### src/rtl/core/mvn_pkg.sv
// shared types and constants for the motion vector l2 normalizer
`timescale 1ns / 1ps
`default_nettype none
package mvn_pkg;

  localparam int unsigned LANES    = 5;
  localparam int unsigned COMP_W   = 16;
  localparam int unsigned SQ_W     = 31;
  localparam int unsigned SUM_W    = 33;
  localparam int unsigned QUO_W    = 31;
  localparam int unsigned ROOT_W   = 15;
  localparam int unsigned SUM_LAT  = 2;
  localparam int unsigned LANE_LAT = 49;
  localparam int unsigned PIPE_LAT = SUM_LAT + LANE_LAT;

  typedef logic signed [COMP_W-1:0] comp_t;
  typedef logic [SQ_W-1:0]          sq_t;
  typedef logic [SUM_W-1:0]         sum_t;

  typedef struct packed {
    comp_t [LANES-1:0] norm;
    logic              zero;
    logic              last;
  } res_t;

endpackage
`default_nettype wire

### src/rtl/core/mvn_sumsq.sv
// squares of the components and their sum
`timescale 1ns / 1ps
`default_nettype none
module mvn_sumsq (
  input  wire logic                                     clk_i,
  input  wire logic                                     en_i,
  input  wire mvn_pkg::comp_t [mvn_pkg::LANES-1:0]      comp_i,
  output      mvn_pkg::sq_t   [mvn_pkg::LANES-1:0]      sq_o,
  output      logic           [mvn_pkg::LANES-1:0]      neg_o,
  output      mvn_pkg::sum_t                            sum_o
);
  import mvn_pkg::*;

  sq_t  [LANES-1:0] sq1_q, sq2_q;
  logic [LANES-1:0] neg1_q, neg2_q;
  sum_t             sum_q;
  sum_t             sum_d;

  always_comb begin
    sum_d = '0;
    for (int i = 0; i < LANES; i++) begin
      sum_d = sum_d + SUM_W'(sq1_q[i]);
    end
  end

  always_ff @(posedge clk_i) begin
    if (en_i) begin
      for (int i = 0; i < LANES; i++) begin
        sq1_q[i]  <= SQ_W'($signed(comp_i[i]) * $signed(comp_i[i]));
        neg1_q[i] <= comp_i[i][COMP_W-1];
      end
      sq2_q  <= sq1_q;
      neg2_q <= neg1_q;
      sum_q  <= sum_d;
    end
  end

  assign sq_o  = sq2_q;
  assign neg_o = neg2_q;
  assign sum_o = sum_q;
endmodule
`default_nettype wire

### config.mk
export PLATFORM = sky130hd
export DESIGN_NAME = mvn_sumsq
export DESIGN_NICKNAME = d
export VERILOG_FILES = /design/src/rtl/core/mvn_pkg.sv /design/src/rtl/core/mvn_sumsq.sv
export SDC_FILE = /design/constraint.sdc
export NUM_CORES = 2
export LEC_CHECK = 0
export ABC_AREA = 1
export BUFFER_PORTS_ARGS = -buffer_cell sky130_fd_sc_hd__buf_2
export CORE_AREA = 2 2 311 313
export DETAILED_ROUTE_END_ITERATION = 7
export DIE_AREA = 0 0 313 315
export PLACE_DENSITY = 0.83
export SYNTH_ARGS = -nofsm -noshare
export SYNTH_HDL_FRONTEND = slang
export SYNTH_SLANG_ARGS = --single-unit
### constraint.sdc
create_clock -name clk_i -period 21.8 [get_ports clk_i]
set_clock_uncertainty 0.1 [all_clocks]
set_input_delay 4.36 -clock clk_i [delete_from_list [all_inputs] [get_ports clk_i]]
set_output_delay 4.36 -clock clk_i [all_outputs]
set_load 0.03 [all_outputs]
### Word level (Yosys, flattened, before mapping)

Cells that the tools add are included.

| storage, ports and cells | value |
|---|---|
| bits in registers | 353 |
| input port bits | 82 |
| output and inout port bits | 193 |
| logic and storage cells | 22 |

| operators by class | value |
|---|---|
| add/subtract/negate cells | 4 |
| multiply operators | 5 |

Operator list:

| cell | count |
|---|---|
| 16-bit by 16-bit multiplier with 31-bit output | 5 |
| 33-bit by 31-bit adder with 33-bit output | 2 |
| 32-bit by 31-bit adder with 33-bit output | 1 |
| 31-bit by 31-bit adder with 32-bit output | 1 |

### Longest topological paths before layout

| logic depth | value |
|---|---|
| depth in word-level cells | 4 |
| depth in mapped cells | 26 |
| gate-level depth less buffers | 25 |

### Worst setup path before layout

Ideal clock, no wire load.

| timing path | value |
|---|---|
| path type | input to register |
| from | in comp_i[65] (netlist name) |
| to | reg sq1_q[153] (netlist name), data pin |
| setup time | 253 ps |
| arrival time | 9476 ps |
| data required time | 21447 ps |
| path slack | 11972 ps |
| stages on the path | 22 |
| path buffers | 2 |
| path through | clkbuf_1 > clkbuf_1 > nand2_1 > inv_1 > fa_1 > inv_1 > fa_1 > inv_1 > fa_1 > fa_1 > inv_1 > fa_1 > inv_1 > fa_1 > ha_1 > nand2_1 > nor3_1 > and2_1 > and2_1 > nand2_1 > nand4_1 > nand2_1 |

| on the way | value |
|---|---|
| cells in the longest elaborated chain, start to end | 1 |

RTL lines:

| what | line | source |
|---|---|---|
| from (decl) | mvn_sumsq.sv:7 | `input wire mvn_pkg::comp_t [mvn_pkg::LANES-1:0] comp_i,` |
| 16-bit by 16-bit multiplier with 31-bit output | mvn_sumsq.sv:29 | `sq1_q[i] <= SQ_W'($signed(comp_i[i]) * $signed(comp_i[i]));` |
| to (signal, indexed assignment) | mvn_sumsq.sv:29 |  |
| to (decl) | mvn_sumsq.sv:14 | `sq_t [LANES-1:0] sq1_q, sq2_q;` |

Every way passes these cells.
A chain may end at the register's enable or synchronous reset.

### Final worst setup path

| timing path | value |
|---|---|
| from | in comp_i[31] (netlist name) |
| to | reg sq1_q[61] (netlist name), data pin |

Same word-level chain as after synthesis.

==> impl_metrics.tcl <==
set metrics [dict create \
    synth_edf_count 343 \
    via_per_inst 5.37 \
    grt_setup_unrepaired "no" \
    postPlaceCellArea_um2 63900 \
    synth-xor-area-share_pct 2.48 \
    post_drt_wl_per_cell_um 18.7 \
    synthFlopType "edfxtp_1" \
    ys_ff_latch 343 \
    drive_above_1_share_pct 5.71 \
    worstPathArrival_ns 10.02 \
    fin_area_um2 65300 \
    synth_fa_ha_area_share_pct 49.7 \
    yosysMostFrequentCell "inv_1" \
    yosysWarnings 0 \
    grt_overflow 0 \
    synthesis.area_um2 61500 \
    layout.cells.non_filler 8423 \
    num-fill-cells 7339 \
    outcome "completed" \
    required_ns 22.04 \
    synth_common_cells "2148 x inv_1, 1453 x nand2_1, 1236 x fa_1, 465 x ha_1, 343 x edfxtp_1" \
    grtUsageTotal_pct 33.5 \
    postCtsSetupRepairBufs 0 \
    yosysUniqueCellTypes 43 \
    cts_tree "yes" \
    cts_buffer_depth 3 \
    post-route-min-period_ns 9.79 \
    placementRows 114 \
    firstDrtPassIters 7 \
    htree_num_levels 2 \
    area_growth_pct 6.08 \
    io_pins 275 \
    ant_nets 0 \
    synth.top_cell.area_share_pct 40.2 \
    syn-instance-count 6964 \
    fmax_mhz 102 \
    worstMarginPinSlew_ns 1.10 \
    grt_max_degree 149 \
    grt_pass1_vias 48738 \
    routed_wl_mm 158 \
    gp_congestion 0.987 \
    routed-via-count 45229 \
    synth-compound-area-share_pct 2.97 \
    postSynthAreaPerCell_um2 8.84 \
    yosysTopAreaCell "fa_1" \
    synth-simple-area-share_pct 13.9 \
    worstSetupEndpointType "flop" \
    coreArea_um2 95700 \
    path_max_fanout 23 \
    ctsHoldBuffers 0 \
    antenna_found_initial 3 \
    cts_root_buf "clkbuf_16" \
    fin_tns_setup_ns 0 \
    dp.cells 8349 \
    io_buffers 269 \
    synth_top_family_by_area "adder cells" \
    dp_hpwl_mm 135 \
    start_kind "primary input" \
    fin_crit_sh_pct 44.9 \
    setup_violations 0 \
    async_reset_ff_share_pct 0 \
    synth_area_leaders "fa_1 40%, edfxtp_1 17%, inv_1 13%" \
    relSlewSlack_pct 26.7 \
    hold_viol 0 \
    clock-sinks 343 \
    initial_core_util_pct 64.3 \
    maxCapViolations 0 \
    grt_pass1_wl_mm 256 \
    drt_iter0_markers 3833 \
    setup.worst_path.class "primary input to flop" \
    insertion_delay_ns 0.58 \
    maxSlewViolCount 0 \
    cts_resized 0 \
    drc 0 \
    clk_pin_slew_ns 0.07 \
    hold_path_class "flop to flop" \
    synth-seq-area-share_pct 16.7 \
    cts_buffers 41 \
    die_w_um 313 \
    hold_ws_ns 0.316 \
    synthMuxAreaShare_pct 0.0183 \
    fp.dieArea_um2 98600 \
    num-nets-final 8899 \
    die_h_um 315 \
]
## critical path, cell delays in order
cell and delay (ns):
buf_2 0.25, nand2_1 0.13, inv_1 0.11, fa_1 0.75
inv_1 0.13, fa_1 0.65, inv_1 0.19, fa_1 0.51
inv_1 0.05, fa_1 0.54, inv_1 0.05, fa_1 0.49
fa_1 0.42, ha_1 0.42, nand2_1 0.13, nor2_1 0.19
nand3_1 0.15, nor2_1 0.13, nand2_1 0.12, inv_1 0.08
nor2_1 0.04, nand3_1 0.06, nand2_1 0.05
## cells in the final DEF (no fill, tap or decap), types with 5 or more instances in the layout
| cell | instances |
|---|---|
| a21o_1 | 8 |
| a21oi_1 | 179 |
| a31o_2 | 9 |
| and2_1 | 6 |
| buf_2 | 268 |
| bufinv_16 | 6 |
| clkbuf_16 | 41 |
| clkinv_1 | 7 |
| clkinv_2 | 5 |
| conb_1 | 7 |
| edfxtp_1 | 343 |
| fa_1 | 1236 |
| ha_1 | 465 |
| inv_1 | 2148 |
| inv_6 | 8 |
| nand2_1 | 1453 |
| nand2_2 | 13 |
| nand3_1 | 190 |
| nand3_2 | 6 |
| nand3b_1 | 7 |
| nand4_1 | 70 |
| nor2_1 | 268 |
| nor2_2 | 11 |
| nor3_1 | 37 |
| nor4_1 | 6 |
| o21ai_0 | 86 |
| o21bai_1 | 32 |
| or2_2 | 13 |
| xnor2_1 | 42 |
| xor2_1 | 132 |
## logic make-up (layout without fill, tap and decap cells)
| kind of cell | count (synthesis) | after routing |
|---|---|---|
| fa+ha+maj | 1701 | 1701 |
| xor+xnor | 174 | 174 |
| other cells | 2 | 8 |
| mux | 1 | 1 |
| flops | 343 | 343 |
| simple gates | 2091 | 2091 |
| compound gates | 329 | 329 |
| buf+inv | 2323 | 2500 |
## sequential cells by signal (all words and copies together) (netlist names)
register,cells
neg_o,5
sq1_q,150
neg1_q,5
sum_o,33
sq_o,150
## layout make-up
cell class / count / area (µm²) / share of cell area [%]
timing repair buffer: 271 / 1380 / 2.12
clock buffer: 45 / 1040 / 1.59
clock inverter: 28 / 349 / 0.535
antenna: 1 / 2.50 / 0.00383
inverter: 2156 / 8090 / 12.4
sequential: 343 / 10300 / 15.8
tap: 1276 / 1600 / 2.45
multi-input combinational: 4303 / 42500 / 65.1
## per-stage QoR
stage,worst slack [ns],util (%)
after floorplan,11.97,-
after global placement,11.54,66.7
after detailed placement,11.49,66.7
after CTS,12.07,68.2
after global routing,11.63,68.2
final,12.01,68.2
## path summary, 6_finish.rpt
check        startpoint         to  slack [ns]  cells after the start
max          comp_i[31]  sq1_q[61]       12.01                     23
min           neg1_q[0]   neg_o[0]        0.32                      0
max reg2reg    sq1_q[2]  sum_o[15]       17.59                     11
min reg2reg   neg1_q[0]   neg_o[0]        0.32                      0
## routing by layer
layer  vias up  part of all wire, %  GRT usage, %  routed length (µm)
met3       383                  9.7          7.75               15300
met2      1799                   47          54.4               74200
li1      20575                    -             -                   -
met1     22470                   38          43.4               60200
met5         -               0.0082             0                  13
met4         2                  5.1          14.9                8020
Power is not shown: default switching activity piles up to over one toggle a cycle in this logic, so the estimate is an artifact.
